## src/hw/rtl/srm_pkg.sv

```systemverilog
// Shared constants for the share ReLU / max-pool core.
// Depends on nothing; taken in by the channel interfaces and the core.
`default_nettype none

package srm_pkg;

  // Width of the share, mask, result and configuration data fields on the ports
  localparam int DATA_W = 32;

  // Default datapath width
  localparam int WIDTH_DEFAULT = 32;

  // Number of share pairs in one request
  localparam int PAIRS = 4;

  // Configuration register indexes
  localparam int CFG_IDX_W = 1;
  localparam logic [CFG_IDX_W-1:0] REG_MODULUS   = 1'b0;
  localparam logic [CFG_IDX_W-1:0] REG_POOL_MODE = 1'b1;

  // Register values after reset
  localparam logic [DATA_W-1:0] MODULUS_RESET   = DATA_W'(2);
  localparam logic              POOL_MODE_RESET = 1'b0;

endpackage

`default_nettype wire

```

## src/hw/rtl/srm_if.sv

```systemverilog
// Valid/ready channels of the share ReLU / max-pool core: item in,
// result out and configuration write. Depends on srm_pkg.
`default_nettype none

interface srm_item_if;
  import srm_pkg::*;
  logic              valid;
  logic              ready;
  logic [DATA_W-1:0] client_share_0;
  logic [DATA_W-1:0] client_share_1;
  logic [DATA_W-1:0] client_share_2;
  logic [DATA_W-1:0] client_share_3;
  logic [DATA_W-1:0] server_share_0;
  logic [DATA_W-1:0] server_share_1;
  logic [DATA_W-1:0] server_share_2;
  logic [DATA_W-1:0] server_share_3;
  logic [DATA_W-1:0] output_mask;

  modport source (
    output valid, client_share_0, client_share_1, client_share_2, client_share_3,
    output server_share_0, server_share_1, server_share_2, server_share_3,
    output output_mask,
    input  ready
  );
  modport sink (
    input  valid, client_share_0, client_share_1, client_share_2, client_share_3,
    input  server_share_0, server_share_1, server_share_2, server_share_3,
    input  output_mask,
    output ready
  );
endinterface

interface srm_result_if;
  import srm_pkg::*;
  logic              valid;
  logic              ready;
  logic [DATA_W-1:0] masked_result;

  modport source (output valid, masked_result, input ready);
  modport sink   (input valid, masked_result, output ready);
endinterface

interface srm_cfg_if;
  import srm_pkg::*;
  logic                 valid;
  logic                 ready;
  logic [CFG_IDX_W-1:0] index;
  logic [DATA_W-1:0]    data;

  modport source (output valid, index, data, input ready);
  modport sink   (input valid, index, data, output ready);
endinterface

`default_nettype wire

```

## src/hw/rtl/share_relu_maxpool_modular_core.sv

```systemverilog
// Share ReLU / 2x2 max-pool core: recombines additive shares mod p,
// takes the maximum with floor(p/2) and re-masks. Depends on srm_pkg, srm_if.
//
// Takes one request per clock cycle while the result sink keeps up and
// returns one result for each: the request is captured in an input register,
// and a single combinational pass (four share additions mod p, a max tree
// with floor(p/2), one masking addition mod p) feeds the result register.
// The input register keeps taking requests while a result waits at the
// output, so a stalled sink holds at most two requests in flight. Every
// addition mod p does one conditional subtraction only, so shares and
// mask are expected to be below p. Configuration writes are always taken
// and must only be issued with no request in flight.
`default_nettype none

module share_relu_maxpool_modular_core #(
  parameter int WIDTH = srm_pkg::WIDTH_DEFAULT
) (
  input  wire logic         clk,
  input  wire logic         rst,
  srm_item_if.sink          item,
  srm_result_if.source      result,
  srm_cfg_if.sink           cfg
);
  import srm_pkg::*;

  localparam int EXT_W = (WIDTH > DATA_W) ? WIDTH : DATA_W;

  // Port field to datapath width: zero-extend or keep the low bits
  function automatic logic [WIDTH-1:0] to_dp(input logic [DATA_W-1:0] x);
    logic [EXT_W-1:0] e;
    e = EXT_W'(x);
    return e[WIDTH-1:0];
  endfunction

  // Datapath value back to port width
  function automatic logic [DATA_W-1:0] to_port(input logic [WIDTH-1:0] y);
    logic [EXT_W-1:0] e;
    e = EXT_W'(y);
    return e[DATA_W-1:0];
  endfunction

  // Addition mod p with a single conditional subtraction
  function automatic logic [WIDTH-1:0] mod_add(input logic [WIDTH-1:0] a,
                                               input logic [WIDTH-1:0] b,
                                               input logic [WIDTH-1:0] p);
    logic [WIDTH:0]   s;
    logic [WIDTH-1:0] low;
    s   = {1'b0, a} + {1'b0, b};
    low = s[WIDTH-1:0];
    if (s[WIDTH] || (low >= p)) begin
      low = low - p;
    end
    return low;
  endfunction

  function automatic logic [WIDTH-1:0] umax(input logic [WIDTH-1:0] a,
                                            input logic [WIDTH-1:0] b);
    return (a > b) ? a : b;
  endfunction

  // Configuration registers
  logic [DATA_W-1:0] modulus;
  logic              pool_mode;

  assign cfg.ready = 1'b1;

  always_ff @(posedge clk) begin
    if (rst) begin
      modulus   <= MODULUS_RESET;
      pool_mode <= POOL_MODE_RESET;
    end else if (cfg.valid && cfg.ready) begin
      case (cfg.index)
        REG_MODULUS:   modulus   <= cfg.data;
        REG_POOL_MODE: pool_mode <= cfg.data[0];
        default:       ;
      endcase
    end
  end

  // Input register
  logic              in_vld;
  logic [DATA_W-1:0] in_cs [PAIRS];
  logic [DATA_W-1:0] in_ss [PAIRS];
  logic [DATA_W-1:0] in_mask;

  // Result register
  logic              res_vld;
  logic [DATA_W-1:0] res_data;

  logic adv;
  logic take;

  // Move the held request on when the result register is free or draining
  assign adv        = in_vld && (!res_vld || result.ready);
  assign item.ready = !in_vld || adv;
  assign take       = item.valid && item.ready;

  always_ff @(posedge clk) begin
    if (rst) begin
      in_vld <= 1'b0;
    end else if (take) begin
      in_vld <= 1'b1;
    end else if (adv) begin
      in_vld <= 1'b0;
    end
  end

  // Capture request payload
  always_ff @(posedge clk) begin
    if (take) begin
      in_cs[0] <= item.client_share_0;
      in_cs[1] <= item.client_share_1;
      in_cs[2] <= item.client_share_2;
      in_cs[3] <= item.client_share_3;
      in_ss[0] <= item.server_share_0;
      in_ss[1] <= item.server_share_1;
      in_ss[2] <= item.server_share_2;
      in_ss[3] <= item.server_share_3;
      in_mask  <= item.output_mask;
    end
  end

  // Recombine, take the maximum with floor(p/2), re-mask
  logic [WIDTH-1:0] p;
  logic [WIDTH-1:0] half;
  logic [WIDTH-1:0] val [PAIRS];
  logic [WIDTH-1:0] max01;
  logic [WIDTH-1:0] max23;
  logic [WIDTH-1:0] cand;
  logic [WIDTH-1:0] best;
  logic [WIDTH-1:0] masked;

  assign p    = to_dp(modulus);
  assign half = p >> 1;

  always_comb begin
    for (int i = 0; i < PAIRS; i++) begin
      val[i] = mod_add(to_dp(in_cs[i]), to_dp(in_ss[i]), p);
    end
  end

  assign max01  = umax(val[0], val[1]);
  assign max23  = umax(val[2], val[3]);
  assign cand   = pool_mode ? umax(max01, max23) : val[0];
  assign best   = umax(cand, half);
  assign masked = mod_add(best, to_dp(in_mask), p);

  // Result register: load on advance, drop once taken
  always_ff @(posedge clk) begin
    if (rst) begin
      res_vld <= 1'b0;
    end else if (adv) begin
      res_vld <= 1'b1;
    end else if (result.ready) begin
      res_vld <= 1'b0;
    end
  end

  always_ff @(posedge clk) begin
    if (adv) begin
      res_data <= to_port(masked);
    end
  end

  assign result.valid         = res_vld;
  assign result.masked_result = res_data;

  // Checks
  a_reset_empty: assert property (@(posedge clk)
    rst |=> (!in_vld && !res_vld))
    else $error("pipeline not empty after reset");

  a_stall_blocks: assert property (@(posedge clk) disable iff (rst)
    (in_vld && res_vld && !result.ready) |-> !item.ready)
    else $error("request taken while both stages are stalled");

  a_no_invent: assert property (@(posedge clk) disable iff (rst)
    $rose(res_vld) |-> $past(in_vld))
    else $error("result appeared without a held request");

  a_hold_request: assert property (@(posedge clk) disable iff (rst)
    (in_vld && !adv) |=> in_vld)
    else $error("held request lost before it advanced");

endmodule

`default_nettype wire

```

## src/flat_wrapper.sv

```systemverilog
// flat-port wrapper written by rule: the top's interface ports become plain ports
module share_relu_maxpool_modular_core_flat import srm_pkg::*;
#(
  parameter int WIDTH = srm_pkg::WIDTH_DEFAULT
)
  (clk, rst, item_valid, item_client_share_0, item_client_share_1, item_client_share_2, item_client_share_3, item_server_share_0, item_server_share_1, item_server_share_2, item_server_share_3, item_output_mask, item_ready, result_valid, result_masked_result, result_ready, cfg_valid, cfg_index, cfg_data, cfg_ready);
  srm_item_if item_i ();
  srm_result_if result_i ();
  srm_cfg_if cfg_i ();
  input  wire logic clk;
  input  wire logic rst;
  input wire logic [$bits(item_i.valid)-1:0] item_valid;
  input wire logic [$bits(item_i.client_share_0)-1:0] item_client_share_0;
  input wire logic [$bits(item_i.client_share_1)-1:0] item_client_share_1;
  input wire logic [$bits(item_i.client_share_2)-1:0] item_client_share_2;
  input wire logic [$bits(item_i.client_share_3)-1:0] item_client_share_3;
  input wire logic [$bits(item_i.server_share_0)-1:0] item_server_share_0;
  input wire logic [$bits(item_i.server_share_1)-1:0] item_server_share_1;
  input wire logic [$bits(item_i.server_share_2)-1:0] item_server_share_2;
  input wire logic [$bits(item_i.server_share_3)-1:0] item_server_share_3;
  input wire logic [$bits(item_i.output_mask)-1:0] item_output_mask;
  output wire logic [$bits(item_i.ready)-1:0] item_ready;
  output wire logic [$bits(result_i.valid)-1:0] result_valid;
  output wire logic [$bits(result_i.masked_result)-1:0] result_masked_result;
  input wire logic [$bits(result_i.ready)-1:0] result_ready;
  input wire logic [$bits(cfg_i.valid)-1:0] cfg_valid;
  input wire logic [$bits(cfg_i.index)-1:0] cfg_index;
  input wire logic [$bits(cfg_i.data)-1:0] cfg_data;
  output wire logic [$bits(cfg_i.ready)-1:0] cfg_ready;
  assign item_i.valid = item_valid;
  assign item_i.client_share_0 = item_client_share_0;
  assign item_i.client_share_1 = item_client_share_1;
  assign item_i.client_share_2 = item_client_share_2;
  assign item_i.client_share_3 = item_client_share_3;
  assign item_i.server_share_0 = item_server_share_0;
  assign item_i.server_share_1 = item_server_share_1;
  assign item_i.server_share_2 = item_server_share_2;
  assign item_i.server_share_3 = item_server_share_3;
  assign item_i.output_mask = item_output_mask;
  assign item_ready = item_i.ready;
  assign result_valid = result_i.valid;
  assign result_masked_result = result_i.masked_result;
  assign result_i.ready = result_ready;
  assign cfg_i.valid = cfg_valid;
  assign cfg_i.index = cfg_index;
  assign cfg_i.data = cfg_data;
  assign cfg_ready = cfg_i.ready;
  share_relu_maxpool_modular_core #(.WIDTH(WIDTH)) u_core (.clk(clk), .rst(rst), .item(item_i), .result(result_i), .cfg(cfg_i));
endmodule
```

## config.mk

```make
export PLATFORM = sky130hd
export DESIGN_NAME = share_relu_maxpool_modular_core_flat
export DESIGN_NICKNAME = d
export VERILOG_FILES = /design/src/hw/rtl/srm_pkg.sv /design/src/hw/rtl/srm_if.sv /design/src/hw/rtl/share_relu_maxpool_modular_core.sv /design/src/flat_wrapper.sv
export SDC_FILE = /design/constraint.sdc
export NUM_CORES = 1
export LEC_CHECK = 0
export BUFFER_PORTS_ARGS = -buffer_cell sky130_fd_sc_hd__buf_2
export CORE_MARGIN = 2
export CORE_UTILIZATION = 40
export CTS_CLUSTER_DIAMETER = 40
export DETAILED_ROUTE_END_ITERATION = 10
export GPL_TIMING_DRIVEN = 0
export SETUP_SLACK_MARGIN = 0.02
export SLEW_MARGIN = 5
export SYNTH_ARGS = -nofsm -noshare
export SYNTH_HDL_FRONTEND = slang
export SYNTH_SLANG_ARGS = --single-unit
export TNS_END_PERCENT = 30
```

## constraint.sdc

```tcl
create_clock -name clk -period 22.8 [get_ports clk]
set_clock_uncertainty 0.1 [all_clocks]
set_input_delay 4.56 -clock clk [delete_from_list [all_inputs] [get_ports clk]]
set_output_delay 4.56 -clock clk [all_outputs]
set_load 0.01 [all_outputs]
```

==> impl_metrics.toml <==
[placement]
place_congestion = 0.983
portBuffers = 358
place_inst = 4938
dp_hpwl_mm = 87.9

[global_routing]
grt_max_degree = 69
grt_pass1_wl_mm = 161
grt_antenna_before_repair = 7
gr-total-overflow = 0
grt_pass1_vias = 27000
grt.total_usage_pct = 25.4

[synth]
synthDistinctLibCells = 81
syn-cell-area_mm2 = 0.0326
avgSynthCellArea_um2 = 9.27
synth_seq_area_share_pct = 31.6
synth_nets = 4297
synth_edf_count = 320
async_flop_share_pct = 0
yosys_register_bits = 355
syn_inst = 3515
synth-main-ff-cell = "edfxtp_1"
yosys_warnings = 0

[timing]
hold_viol_final = 0
finalCritPeriodShare_pct = 94.9
slew_headroom_pct = 32.7
worst_slew_pin_slew_ps = 1000
drv_slew = 0
rsz0062_at_grt = "yes"
fmax_mhz = 46.2
setup_viol = 0
fin_crit_ps = 21630

[critical_path]
start_kind = "register"
crit_family = "compound AO/OA/AOI/OAI gates"
crit_arrival_ps = 21970
r2r-end = "u_core.result.masked_result[0]"
required_ps = 23140
rrSetupSlack_ps = 1170
crit_buf_inv = 13
r2r_cells = 86
path_class = "reg -> reg"
cp_slowest_stage_delay_ps = 650
timing.rr.start = "u_core.in_cs[3][0]"
cpMaxStageDelayCell = "a221oi_1"
crit_top_cell = "ha_1"
end_kind = "register"
worstPathMaxFanout = 10

[detailed_routing]
drtIter0Drc = 1998
drc_errors = 0
first_pass_iters = 6
via_count = 28600
routedWlPerCell_um = 21.5
viasPerCell = 5.66
finalWirelength_mm = 109
ant_nets = 0

[clock_tree]
clk_pin_slew_worst_paths_ps = 50
tritoncts = "built"
postCtsHoldBufs = 0
clockRootBuffer = "clkbuf_16"
clock_latency_ps = 640
cts_buffers = 60
htree_levels = 2
clock-sinks = 355
clockBufferDepth = 3

[cells_and_area]
stdcell_count = 5057
final_cell_mix = "ha_1, a21oi_1, buf_2"
area_growth_pct = 16.2
num-nets-final = 4722
drive_above_1_share_pct = 15.5
final_common_cell = "ha_1"
finish.utilization_pct = 47.0

[die]
core_area_mm2 = 0.0805
initial_utilization_pct = 40.5
io_pins = 361
die_h_um = 289
die_x_um = 289
dieArea_mm2 = 0.0838
rows = 104

[status]
status = "completed"

[worst_hold_path]
worst_hold_path_type = "reg -> reg"
hold_end = "u_core.modulus[23]"
hp-start = "u_core.modulus[23]"
holdPathStages = 2

[flow_run]
drv_cap = 0
layer usage:
layer | wire, um | share of wire (%) | track usage [%]
met5 | 22 | 0.020 | 0
met1 | 47700 | 44 | 33.9
met4 | 4010 | 3.7 | 9.10
met3 | 7380 | 6.8 | 3.92
met2 | 49700 | 46 | 41.5
Yosys cell counts (64+ instances only):
master      n  share of area (%)
edfxtp_1  320                 29
ha_1      446                 17
nor2_1    259                3.0
nand2_1   243                2.8
a21o_1    154                3.5
xor2_1     77                2.1
o21ai_0   205                3.1
xnor2_1   192                5.2
inv_1     188                2.2
nand3_1    64               0.98
o21a_1     68                1.6
a21oi_1   418                6.4
registers in the layout (all words and copies together), names as in the netlist:
| register | flops |
|---|---|
| u_core.result.valid | 1 |
| u_core.in_ss | 128 |
| u_core.modulus | 32 |
| u_core.in_cs | 128 |
| u_core.result.masked_result | 32 |
| u_core.in_mask | 32 |
| u_core.pool_mode | 1 |
| u_core.in_vld | 1 |
logic make-up after synthesis:
logic type | after synthesis | synth area share (%)
AOI/OAI and AO/OA | 1168 | 22.7
xor gates and xnor gates | 269 | 7.23
adders and majority gates | 457 | 17.8
buffers and inverters | 252 | 2.99
DFF | 355 | 31.6
muxes | 146 | 5.19
other | 1 | 0.0115
and+or+nand+nor | 867 | 12.5
metrics by stage:
| step | hold slack [ps] | cell area [um2] | TNS (ps) | setup slack, ps |
|---|---|---|---|---|
| floorplan | 345 | 32600 | 0 | 5110 |
| global placement | 355 | 35700 | -4140 | -374 |
| detailed placement | 360 | 35800 | -2100 | -264 |
| CTS | 368 | 37800 | 0 | 207 |
| global route | 380 | 37900 | 0 | 10.1 |
| finish | 369 | 37900 | 0 | 1170 |
layout make-up:
class	count	area, um2
Fill cell	7748	42700
Tap cell	1060	1330
Multi-Input combinational cell	2908	21400
Clock buffer	68	1540
Timing Repair Buffer	364	1920
Sequential cell	355	10300
Inverter	188	706
Clock inverter	46	424
Antenna cell	5	12.5
Buffer	63	277
what timing repair did:
item                                   4_1_cts  5_1_grt
setup endpoints to repair                   19       32
pin swaps                                    1        0
setup buffers                                1        0
endpoints found under the hold margin        0        0
gates resized for setup                      0       31
how the worst max path moves through the flow:
stage	slack [ps]	cells past startpoint	end	start
6_report	1170	86	u_core.result.masked_result[0]	u_core.in_cs[3][0]
5_1_grt	10	85	u_core.result.masked_result[26]	u_core.in_cs[3][0]
4_1_cts	210	83	u_core.result.masked_result[26]	u_core.in_cs[0][0]
3_5_place_dp	-260	83	u_core.result.masked_result[26]	u_core.in_cs[0][0]
3_3_place_gp	-370	83	u_core.result.masked_result[26]	u_core.in_cs[0][0]
2_1_floorplan	5110	84	u_core.result.masked_result[14]	u_core.in_cs[1][5]
tightest hold or removal path, cell delays in order, from the launching register on:
cell and delay [ps]:
dfxtp_1 310, nand2_1 50, a21oi_1 50
Power is left out: the tool's default activity adds up to more than one toggle a clock period on the data nets, which glitch-free logic cannot reach.
